[src/rtl/rhc_pkg.sv]
package rhc_pkg;

   localparam int unsigned DIVIDEND_W = 24;
   localparam int unsigned QUO_W      = 16;
   localparam int unsigned CNT_W      = 4;
   localparam logic [CNT_W-1:0] LAST_STEP = CNT_W'(QUO_W - 1);
   localparam logic [13:0] HUE_SCALE = 14'd10880;

   typedef struct packed {
      logic [7:0] red;
      logic [7:0] green;
      logic [7:0] blue;
   } rhc_pixel_type;

   typedef struct packed {
      logic [15:0] hue;
      logic [15:0] saturation;
      logic [7:0]  brightness;
   } rhc_hsv_type;

   typedef struct packed {
      logic        gray;
      logic [7:0]  brightness;
      logic [7:0]  diff;
      logic [10:0] num;
   } rhc_prep_type;

   typedef enum logic [2:0] {
      ST_IDLE,
      ST_PREP,
      ST_START,
      ST_RUN,
      ST_FINISH
   } rhc_state_type;

endpackage

[src/rtl/rhc_prep.sv]
module rhc_prep (
   input  logic                  clock,
   input  logic                  load,
   input  logic                  advance,
   input  rhc_pkg::rhc_pixel_type pixel,
   output rhc_pkg::rhc_prep_type  prep
);
   import rhc_pkg::*;

   rhc_pixel_type pixel_ff;
   rhc_prep_type  prep_ff;
   rhc_prep_type  prep_in;

   logic [7:0]  r;
   logic [7:0]  g;
   logic [7:0]  b;
   logic [7:0]  mx;
   logic [7:0]  mn;
   logic [10:0] d;

   always_comb begin
      r  = pixel_ff.red;
      g  = pixel_ff.green;
      b  = pixel_ff.blue;
      mx = (r > g) ? r : g;
      mx = (mx > b) ? mx : b;
      mn = (r < g) ? r : g;
      mn = (mn < b) ? mn : b;
      d  = {3'd0, mx - mn};
      prep_in.gray       = (mx == mn);
      prep_in.brightness = mx;
      prep_in.diff       = mx - mn;
      priority if (r != mx) begin
         priority if (g == mx) begin
            priority if (b != mn) prep_in.num = 11'd3 * d - {3'd0, mx - b};
            else                  prep_in.num = d + {3'd0, mx - r};
         end else begin
            priority if (r != mn) prep_in.num = 11'd5 * d - {3'd0, mx - r};
            else                  prep_in.num = 11'd3 * d + {3'd0, mx - g};
         end
      end else begin
         priority if (g != mn) prep_in.num = d - {3'd0, mx - g};
         else                  prep_in.num = 11'd5 * d + {3'd0, mx - b};
      end
   end

   always_ff @(posedge clock) begin
      if (load) begin
         pixel_ff <= pixel;
      end
      if (advance) begin
         prep_ff <= prep_in;
      end
   end

   assign prep = prep_ff;

endmodule

[src/rtl/rhc_serial_div.sv]
module rhc_serial_div (
   input  logic                              clock,
   input  logic                              reset,
   input  logic                              start,
   input  logic [rhc_pkg::DIVIDEND_W-1:0]    dividend,
   input  logic [7:0]                        divisor,
   output logic [rhc_pkg::QUO_W-1:0]         quotient,
   output logic                              done
);
   import rhc_pkg::*;

   logic [7:0]       rem_ff;
   logic [7:0]       rem_in;
   logic [QUO_W-1:0] quo_ff;
   logic [QUO_W-1:0] quo_in;
   logic [CNT_W-1:0] count_ff;
   logic [CNT_W-1:0] count_in;
   logic             busy_ff;
   logic             busy_in;
   logic             done_ff;
   logic             done_in;
   logic [8:0]       trial;
   logic [8:0]       trial_sub;
   logic             fits;

   always_comb begin
      trial     = {rem_ff, quo_ff[QUO_W-1]};
      trial_sub = trial - {1'b0, divisor};
      fits      = (trial >= {1'b0, divisor});
      rem_in    = rem_ff;
      quo_in    = quo_ff;
      count_in  = count_ff;
      busy_in   = busy_ff;
      done_in   = 1'b0;
      priority if (start) begin
         rem_in   = dividend[DIVIDEND_W-1:QUO_W];
         quo_in   = dividend[QUO_W-1:0];
         count_in = '0;
         busy_in  = 1'b1;
      end else if (busy_ff) begin
         rem_in   = fits ? trial_sub[7:0] : trial[7:0];
         quo_in   = {quo_ff[QUO_W-2:0], fits};
         count_in = count_ff + 1'b1;
         if (count_ff == LAST_STEP) begin
            busy_in = 1'b0;
            done_in = 1'b1;
         end
      end
   end

   always_ff @(posedge clock) begin
      if (reset) begin
         busy_ff  <= 1'b0;
         done_ff  <= 1'b0;
         count_ff <= '0;
      end else begin
         busy_ff  <= busy_in;
         done_ff  <= done_in;
         count_ff <= count_in;
      end
      rem_ff <= rem_in;
      quo_ff <= quo_in;
   end

   assign quotient = quo_ff;
   assign done     = done_ff;

endmodule

[src/rtl/rgb_to_hsv_converter.sv]
// RGB to HSV converter, one pixel per beat on each side.
// req channel: req_valid/req_stall with req_data holding red, green, blue.
// rsp channel: rsp_valid/rsp_stall with rsp_data holding hue, saturation
// (both unsigned 8.8, 0..255 scale, truncated) and brightness (max channel).
// Each accepted pixel passes through sector decode, divider load, the divider
// run and result hand-off before rsp_valid rises. One pixel is in flight at
// a time; the block takes no new pixel until the last one is handed off. The
// two bit-serial dividers (hue and saturation, run side by side) retire one
// quotient bit per cycle and register their done flag; after the hand-off
// the block returns to idle to take the next pixel.
// A gray pixel returns the hue of the last colored pixel and zero saturation.
// Reset (synchronous, active high) empties the block, drops any held
// response and clears the remembered hue to zero.
// While rsp_stall is high the held response stays unchanged; the block still
// takes and converts one more pixel, then waits with req_stall high until
// the held response is taken.
module rgb_to_hsv_converter (
   input  logic                   clock,
   input  logic                   reset,
   input  logic                   req_valid,
   output logic                   req_stall,
   input  rhc_pkg::rhc_pixel_type req_data,
   output logic                   rsp_valid,
   input  logic                   rsp_stall,
   output rhc_pkg::rhc_hsv_type   rsp_data
);
   import rhc_pkg::*;

   rhc_state_type state_ff;
   rhc_state_type state_in;

   logic load_pixel;
   logic advance;
   logic div_start;
   logic out_load;
   logic out_free;

   rhc_prep_type prep;

   logic [DIVIDEND_W-1:0] hue_dividend;
   logic [DIVIDEND_W-1:0] sat_dividend;
   logic [QUO_W-1:0]      hue_quo;
   logic [QUO_W-1:0]      sat_quo;
   logic                  hue_done;
   logic                  sat_done;

   logic [15:0]  last_hue_ff;
   logic [15:0]  last_hue_in;
   logic         rsp_valid_ff;
   logic         rsp_valid_in;
   rhc_hsv_type  rsp_data_ff;
   rhc_hsv_type  rsp_data_in;

   assign out_free = !rsp_valid_ff || !rsp_stall;

   always_comb begin
      state_in = state_ff;
      unique case (state_ff)
         ST_IDLE:   if (req_valid) state_in = ST_PREP;
         ST_PREP:   state_in = ST_START;
         ST_START:  state_in = ST_RUN;
         ST_RUN:    if (hue_done) state_in = ST_FINISH;
         ST_FINISH: if (out_free) state_in = ST_IDLE;
         default:   state_in = ST_IDLE;
      endcase
   end

   always_comb begin
      req_stall  = (state_ff != ST_IDLE);
      load_pixel = (state_ff == ST_IDLE) && req_valid;
      advance    = (state_ff == ST_PREP);
      div_start  = (state_ff == ST_START);
      out_load   = (state_ff == ST_FINISH) && out_free;
   end

   rhc_prep u_prep (
      .clock   (clock),
      .load    (load_pixel),
      .advance (advance),
      .pixel   (req_data),
      .prep    (prep)
   );

   assign hue_dividend = {13'd0, prep.num} * {10'd0, HUE_SCALE};
   assign sat_dividend = {prep.diff, 16'd0} - {8'd0, prep.diff, 8'd0};

   rhc_serial_div u_hue_div (
      .clock    (clock),
      .reset    (reset),
      .start    (div_start),
      .dividend (hue_dividend),
      .divisor  (prep.diff),
      .quotient (hue_quo),
      .done     (hue_done)
   );

   rhc_serial_div u_sat_div (
      .clock    (clock),
      .reset    (reset),
      .start    (div_start),
      .dividend (sat_dividend),
      .divisor  (prep.brightness),
      .quotient (sat_quo),
      .done     (sat_done)
   );

   always_comb begin
      last_hue_in  = last_hue_ff;
      rsp_valid_in = rsp_valid_ff;
      rsp_data_in  = rsp_data_ff;
      if (out_load) begin
         rsp_valid_in           = 1'b1;
         rsp_data_in.brightness = prep.brightness;
         if (prep.gray) begin
            rsp_data_in.hue        = last_hue_ff;
            rsp_data_in.saturation = '0;
         end else begin
            rsp_data_in.hue        = hue_quo;
            rsp_data_in.saturation = sat_quo;
            last_hue_in            = hue_quo;
         end
      end else if (!rsp_stall) begin
         rsp_valid_in = 1'b0;
      end
   end

   always_ff @(posedge clock) begin
      if (reset) begin
         state_ff     <= ST_IDLE;
         last_hue_ff  <= '0;
         rsp_valid_ff <= 1'b0;
      end else begin
         state_ff     <= state_in;
         last_hue_ff  <= last_hue_in;
         rsp_valid_ff <= rsp_valid_in;
      end
      rsp_data_ff <= rsp_data_in;
   end

   assign rsp_valid = rsp_valid_ff;
   assign rsp_data  = rsp_data_ff;

   a_div_lockstep: assert property (@(posedge clock) disable iff (reset)
      hue_done == sat_done)
      else $error("hue and saturation dividers out of step");

   a_done_in_run: assert property (@(posedge clock) disable iff (reset)
      hue_done |-> state_ff == ST_RUN)
      else $error("divider finished outside the run phase");

   a_rsp_from_finish: assert property (@(posedge clock) disable iff (reset)
      $rose(rsp_valid) |-> $past(state_ff) == ST_FINISH)
      else $error("response raised without a finished pixel");

   a_gray_zero_sat: assert property (@(posedge clock) disable iff (reset)
      out_load && prep.gray |=> rsp_data.saturation == '0)
      else $error("gray pixel gave nonzero saturation");

endmodule
[config.mk]
export PLATFORM = sky130hd
export DESIGN_NAME = rgb_to_hsv_converter
export DESIGN_NICKNAME = d
export VERILOG_FILES = /design/src/rtl/rhc_pkg.sv /design/src/rtl/rhc_prep.sv /design/src/rtl/rhc_serial_div.sv /design/src/rtl/rgb_to_hsv_converter.sv
export SDC_FILE = /design/constraint.sdc
export NUM_CORES = 1
export LEC_CHECK = 0
export BUFFER_PORTS_ARGS = -buffer_cell sky130_fd_sc_hd__buf_2
export CELL_PAD_IN_SITES_DETAIL_PLACEMENT = 2
export CELL_PAD_IN_SITES_GLOBAL_PLACEMENT = 2
export CORE_MARGIN = 2
export CORE_UTILIZATION = 25
export DETAILED_ROUTE_END_ITERATION = 8
export GPL_ROUTABILITY_DRIVEN = 0
export PLACE_DENSITY = 0.51
export SLEW_MARGIN = 20
export SYNTH_ARGS = -nofsm -noshare
export SYNTH_HDL_FRONTEND = slang
export SYNTH_SLANG_ARGS = --single-unit
[constraint.sdc]
create_clock -name clock -period 10.3 [get_ports clock]
set_clock_uncertainty 0.2 [all_clocks]
set_input_delay 1.03 -clock clock [delete_from_list [all_inputs] [get_ports clock]]
set_output_delay 1.03 -clock clock [all_outputs]
set_load 0.005 [all_outputs]
Word level (Yosys, flattened, before mapping)
Index checks and enable logic that the tools add are counted.
{"block": "op_classes", "n_addsub": 15, "n_mul": 3, "order_cmp": 6, "eq_ne": 16, "n_mux": 33, "bitwise": 2, "reduce_logical": 13}
{"op": "$mux 8", "count": 10}
{"op": "$mux 16", "count": 4}
{"op": "$mux 11", "count": 5}
{"op": "$sub 8x8->8", "count": 6}
{"op": "$mux 32", "count": 1}
{"op": "$ne 8x8->1", "count": 4}
{"op": "$sub 24x16->24", "count": 1}
{"op": "$ge 9x8->1", "count": 2}
{"op": "$mul 11x7->17 const B", "count": 1}
{"op": "$eq 8x8->1", "count": 2}
{"op": "$gt 8x8->1", "count": 2}
{"op": "$lt 8x8->1", "count": 2}
{"op": "$pmux 3 s5", "count": 1}
{"op": "$add 10x8->11", "count": 1}
{"op": "$add 11x8->11", "count": 1}
{"op": "$mul 3x8->11 const A", "count": 1}
{"op": "$sub 10x8->11", "count": 1}
{"op": "$sub 11x8->11", "count": 1}
{"op": "$mul 2x8->10 const A", "count": 1}
{"op": "$add 8x8->9", "count": 1}
{"op": "$mux 1", "count": 9}
{"op": "$mux 3", "count": 3}
{"op": "$sub 8x8->9", "count": 1}
{"op": "$add 4x1->4 const B", "count": 2}
{"op": "17 further kinds", "count": 25}
{"block": "totals", "regBits": 171, "in_bits": 28, "output_inout_bits": 42, "wordCells": 111}

Longest topological paths before layout
Gate-level depths: netlist of the first run.
{"block": "depth", "word_depth": 10, "ltp_mapped": 39, "depth_no_buf": 37}

Modules after synthesis
A second synthesis of the first run with hierarchy kept.
{"block": "unflattened", "cells_unflattened": 1564, "hier_area_um2": 15009.4}
{"mod": "rhc_prep", "instances": 1, "cells_each": 888, "area_per_inst_um2": 7696.1, "seq_area_each_um2": 1561.5}
{"mod": "rgb_to_hsv_converter", "instances": 1, "cells_each": 363, "area_per_inst_um2": 3764.9, "seq_area_each_um2": 1601.5}
{"mod": "rhc_serial_div at u_sat_div", "instances": 1, "cells_each": 159, "area_per_inst_um2": 1785.5, "seq_area_each_um2": 840.8}
{"mod": "rhc_serial_div at u_hue_div", "instances": 1, "cells_each": 154, "area_per_inst_um2": 1762.9, "seq_area_each_um2": 840.8}

Worst setup path after synthesis of the first run
OpenSTA, ideal clock, no wires.
{"block": "synth_path", "path_type": "register to register", "start": "register u_prep.pixel_ff, in the netlist u_prep.r[7]", "end": "register u_prep.prep_ff, in the netlist u_prep.prep[9], data pin", "setup_time_ps": 278, "arrival_time_ps": 7492, "t_required_ps": 9822, "slack_ps": 2330, "stages_incl_launch_ff": 33, "n_path_buf": 2, "period_less_slack_ps": 7970, "path_cell_list": "edfxtp_1 > ha_1 > and4_4 > a21boi_4 > nor2_2 > o21ai_0 > ha_1 > a21oi_1 > o21ai_0 > a211oi_1 > a31o_1 > buf_6 > buf_2 > mux2i_1 > ha_1 > a21o_1 > maj3_2 > xnor2_2 > inv_1 > ha_1 > a21oi_1 > nor4_4 > or3_1 > xor2_1 > ha_1 > a21oi_1 > inv_1 > a21oi_1 > inv_1 > nor2_1 > a211oi_1 > a221oi_1 > a41oi_1"}
{"element": "from (decl)", "line": "rhc_prep.sv:10", "source": "rhc_pixel_type pixel_ff;"}
{"element": "from (signal assigned)", "line": "rhc_prep.sv:49", "source": "pixel_ff <= pixel;"}
{"element": "to (signal assigned)", "line": "rhc_prep.sv:52", "source": "prep_ff <= prep_in;"}
{"element": "to (decl)", "line": "rhc_prep.sv:11", "source": "rhc_prep_type prep_ff;"}

==> results of run 1 <==
metrics by stage:
stage | hold WS (ps) | cells | setup WS, ps | area, um^2 | utilization
floorplan | 226 | 1534 | 2330 | 14500 | -
global placement | 238 | 2348 | 1130 | 15900 | 0.276
detailed placement | 239 | 2348 | 916 | 15900 | 0.276
CTS | 257 | 2380 | 821 | 16500 | 0.286
global route | 278 | 2380 | 60.7 | 16500 | 0.286
finish | 256 | 2380 | 892 | 16500 | 0.286
kinds of logic after synthesis:
kind of cell / Yosys count
AOI/OAI and AO/OA: 359
xor gates and xnor gates: 147
adders and majority gates: 192
buffers and inverters: 217
DFF: 171
muxes: 53
and+or+nand+nor: 395
final cells by class:
cell class                 count  area, um^2  area share
timing repair buffer          93         526      0.0319
inverter                     173         652      0.0396
sequential                   171        4750       0.289
clock inverter                15         153     0.00928
tap                          765         957      0.0582
clock buffer                  17         425      0.0259
multi-input combinational   1146        8980       0.546
layout by cell type, fill, tap and decap left out, types with 4 or more instances in the layout:
cell type,n
a31oi_1,7
o31ai_1,5
o21ai_0,76
mux2_2,21
buf_2,69
fa_1,27
dfxtp_1,38
nor2_1,87
inv_1,170
and4_1,4
nor3_1,16
clkbuf_16,17
nand4_1,23
o211ai_1,10
o22ai_1,5
a21o_1,46
mux2i_1,27
nand3_1,37
o311ai_0,6
ha_1,163
xnor2_1,104
nand2b_1,26
o21bai_1,15
inv_6,5
nand2_1,101
o21a_1,5
and2_1,18
a211o_1,4
or3_1,11
a211oi_1,25
buf_4,24
nor2b_1,42
edfxtp_1,133
a21oi_1,107
a311oi_1,4
xor2_1,37
or2_2,5
a21boi_0,4
routing by layer:
| metal | GRT usage | vias up | share of wire |
|---|---|---|---|
| met5 | 0 | - | 0 |
| met4 | 0.0330 | 0 | 0.0098 |
| met3 | 0.0267 | 22 | 0.024 |
| met2 | 0.288 | 98 | 0.49 |
| met1 | 0.217 | 5725 | 0.48 |
| li1 | - | 5561 | - |
state kept, by name, indices dropped and copies added, names as in the netlist, 16 cells and up:
name / flops
rsp_data: 40
u_prep.prep: 28
last_hue_ff: 16
u_hue_div.quotient: 16
u_sat_div.quotient: 16
final timing paths:
path                                                   start                           end  cells after the start
worst max-delay path                   u_prep.r[7]$_DFFE_PP_      u_prep.prep[8]$_DFFE_PP_                     30
worst min-delay path            last_hue_ff[10]$_SDFFE_PP0P_  last_hue_ff[10]$_SDFFE_PP0P_                      2
worst max register to register         u_prep.r[7]$_DFFE_PP_      u_prep.prep[8]$_DFFE_PP_                     30
worst min register to register  last_hue_ff[10]$_SDFFE_PP0P_  last_hue_ff[10]$_SDFFE_PP0P_                      2
tightest hold or removal path: stages (launching register included):
cell     delay [ps]
dfxtp_1         310
nand2_1          50
a21oi_1          50
==> results.md, run 1 <==
* Outcome: finished, final reports clean
* Leading area contributor after synthesis: edfxtp_1
* Worst path bufs/invs at 1
* Post-CTS Setup Inserts at 0
* Main flop type after synthesis: edfxtp_1
* Most used cell, CP: ha_1
* Synth Area in Adders at 0.179
* RSZ-0062 raised after global routing: false
* Worst Path Arrival at 9430 ps
* Clock transition at path regs at ~80 ps
* Gr usage total at 0.166
* Starting Density at 0.252
* DRT iter0 DRCs at 348
* Area of the mapped netlist at roughly 15000 um^2
* CTS Sinks at about 170
* Rows at 88
* Diode count at 0
* Max_cap viols at 0
* CTS tree: yes
* Post-synth EDFFs at 133
* Sequential cell area fraction in the yosys report at 0.327
* Initial antenna violation count at 1
* Final ANT Viol Nets at 0
* Synthesized instance count at 1534
* Core ar. at between 50000 and 60000 um^2
* Routed len/inst at 20.3 um
* Vias post-DR at 11406
* Die Area at 60100 um^2
* Required @ worst endpoint at 10330 ps
* Largest family of logic cells by synthesized area: adder cells
* Slew headroom at 0.321
* Ports at 70
* HPWL after DPL at 39100 um
* Post-Syn Area per Cell at between 9 and 10 um^2
* Synth Area in Compound Gates at 0.163
* Final setup vio count at 0
* Largest net degree at the start of global routing at 47
* Period utilization at 0.913
* CP max stage delay at between 700 and 800 ps
* Family with the most delay on the worst path: compound AO/OA/AOI/OAI gates
* First-pass GRT wire length at 75500 um
* DRT Wirelength at 48200 um
* Worst Max-Slew Pin Slew at 1020 ps
* Vias in the first global route at about 12000
* Initial DRT Pass Iterations at 7
* Pins Over Slew Limit at 0
* CTS buffer count at 17
* Crit. End Element: flop
* Mapped Nets at approximately 1800
* Commonest cells post-synth: inv_1, ha_1, edfxtp_1
* Total number of yosys warnings at 0
* H-tree Lvls at 4
* Top cells by area in the synthesized netlist: edfxtp_1, ha_1, xnor2_1, dfxtp_1, inv_1
* Ys async rst share at 0
* Layout area overhead at 13.2%
* Minimum period implied by the final worst setup slack at 9410 ps
* Layout cell share with drive strength beyond 1 at 0.119
* Simple-Gate Fraction of Synth Area at 0.138
* Final count of hold timing violations at 0
* # resized after CTS at 0
* Die X-Extent at 245 um
* Worst Setup Path Type: reg -> reg
* Root buf cell: clkbuf_16
* Worst hold path class: reg -> reg
* I/O Buffers at 69
* Critical-path top delay cell: a31o_1
* Synth cell types at 96
* DRC at 0
* Grt ovf at 0
* Setup TNS at 0 ps
* CTS Hold Buffers Added at 0
* Clock Latency Late Sink at 480 ps
* Critical path fanouts, max at 16
* Share of the synthesized area in the top cell type at 0.275
* Seq cells post-synth at between 150 and 200
* XOR/XNOR Fraction of Synth Area at 0.0941
* Filler cells at 6446
* Fin nets at around 1800
* Top-count cell post-synth: inv_1
* Die Ht at 245 um
* Reg-to-reg slack, setup at 890 ps
* Mux contribution to synthesized area at 0.0406
* Vias per cell at 4.79
* Critical Path Start Type: flop
* Maximum clock insertion buffer count at 2
* Max Clock Freq at 0.106 GHz
Power of run 1 is left out: the tool's default activity adds up to more than one toggle a clock period on the data nets, which glitch-free logic cannot reach.
==> run 2: changes to the inputs <==
--- a/config.mk
+++ b/config.mk
@@ -14,3 +14,4 @@
 export GPL_ROUTABILITY_DRIVEN = 0
-export PLACE_DENSITY = 0.51
+export PLACE_DENSITY = 0.65
+export SKIP_CTS_REPAIR_TIMING = 1
 export SLEW_MARGIN = 20
==> constraint.sdc (replaced) <==
create_clock -name clock -period 10.3 [get_ports clock]
set_clock_uncertainty 0.2 [all_clocks]
set_input_delay 1.545 -clock clock [delete_from_list [all_inputs] [get_ports clock]]
set_output_delay 1.545 -clock clock [all_outputs]
set_load 0.005 [all_outputs]
==> run 2 against run 1 <==
Against the previous run:
- core utilization about the same
- sequential share of layout area increased by 0.054 points
- worst hold slack better by 0.63 ps
- routed wire length is 2.0% lower
- first-iteration DRC count grew 44%
- non-clock buffer count down 2
- highest routed layer unchanged
==> results.md, run 2 (same netlist as run 1, synthesis figures left out) <==
* CP Depth at 30
* Fin nets at 1818
* Vias post-DR at 11578
* Final count of hold timing violations at 0
* I/O Buffers at 69
* Routed len/inst at 19.9 um
* Hold Slack at 257 ps
* Maximum clock insertion buffer count at 2
* Ports at 70
* HPWL after DPL at approximately 38000 um
* Critical path fanouts, max at 8
* CTS tree: yes
* RSZ-0062 raised after global routing: false
* Die Ht at 245 um
* Pins Over Slew Limit at 0
* First-pass GRT wire length at approximately 74000 um
* Grt ovf at 0
* Worst Path Arrival at 9610 ps
* Final ANT Viol Nets at 0
* DRT Wirelength at 47300 um
* Minimum period implied by the final worst setup slack at 9480 ps
* Largest net degree at the start of global routing at 47
* Initial antenna violation count at 1
* Final setup vio count at 0
* Starting Density at 0.252
* Largest register FFs at 40
* Clock transition at path regs at 70 ps
* Family with the most delay on the worst path: compound AO/OA/AOI/OAI gates
* Worst hold path class: reg -> reg
* H-tree Lvls at 4
* Die Area at 60100 um^2
* Period utilization at 0.920
* Root buf cell: clkbuf_16
* CP max stage delay at 600 ps
* Commonest non-fill, non-tap cell in the layout: inv_1
* Max_cap viols at 0
* Commonest non-fill, non-tap cells in the layout: inv_1, ha_1, edfxtp_1
* Slew headroom at 0.300
* Initial DRT Pass Iterations at 5
* Vias per cell at 4.87
* Layout area overhead at 13.0%
* Rows at between 80 and 90
* CTS Sinks at 171
* Setup TNS at 0 ps
* FF-to-FF path depth at 30
* Gr usage total at 0.160
* DRC at 0
* Critical Path Start Type: flop
* Layout cell share with drive strength beyond 1 at 0.117
* CTS buffer count at 17
* Crit. End Element: flop
* Outcome: finished, final reports clean
* Max Clock Freq at 0.106 GHz
* Worst Max-Slew Pin Slew at 1050 ps
* Core ar. at around 58000 um^2
* Die X-Extent at about 250 um
* DRT iter0 DRCs at 500
* Hold path cells at 2
* Clock Latency Late Sink at 480 ps
* Worst Setup Path Type: reg -> reg
* Required @ worst endpoint at ~10000 ps
* Vias in the first global route at 12771
* Critical-path top delay cell: o21ai_0
* Worst path bufs/invs at 1
-- run 2: changes by cell type in the layout (fill, tap and decap cells not counted), moves of 2 or more --
cell / previous run / this run
bufinv_16: 0 / 2
clkinv_1: 0 / 2
inv_4: 1 / 4
inv_8: 3 / 0
clkinv_8: 3 / 0
inv_6: 5 / 2
clkinv_4: 1 / 3
buf_4: 24 / 22
-- run 2: cell type report --
type / count / area [um^2]
fill: 6460 / 41200
multi-input combinational: 1146 / 8980
sequential: 171 / 4760
tap: 765 / 957
inverter: 173 / 652
timing repair buffer: 91 / 510
clock buffer: 18 / 429
clock inverter: 14 / 143
antenna: 1 / 2.50
-- run 2: path summary, 6_finish.rpt --
path	start	endpoint	slack, ps
worst min register to register	last_hue_ff[3]$_SDFFE_PP0P_	last_hue_ff[3]$_SDFFE_PP0P_	260
worst min-delay path	last_hue_ff[3]$_SDFFE_PP0P_	last_hue_ff[3]$_SDFFE_PP0P_	260
worst max-delay path	u_prep.r[7]$_DFFE_PP_	u_prep.prep[10]$_DFFE_PP_	820
worst max register to register	u_prep.r[7]$_DFFE_PP_	u_prep.prep[10]$_DFFE_PP_	820
-- run 2: routing by layer --
layer	wire length, um	up-vias	GRT usage
li1	-	5561	-
met2	22700	150	0.275
met5	0	-	0
met1	22400	5828	0.208
met4	789	0	0.0432
met3	1330	39	0.0259
-- run 2: through the flow --
stage                      util  instances  setup slack, ps  area [um^2]
after CTS                 0.285       2378              907        16400
final                     0.285       2379              824        16400
after floorplan               -       1534             2330        14500
after detailed placement  0.275       2346              942        15900
after global routing      0.285       2378              248        16400
after global placement    0.275       2346             1260        15800
-- run 2: worst min-delay path: stages, from the launching register on --
cell     delay, ps
dfxtp_1        310
nand2_1         50
a21oi_1         50
Power of run 2 is left out for the same reason.
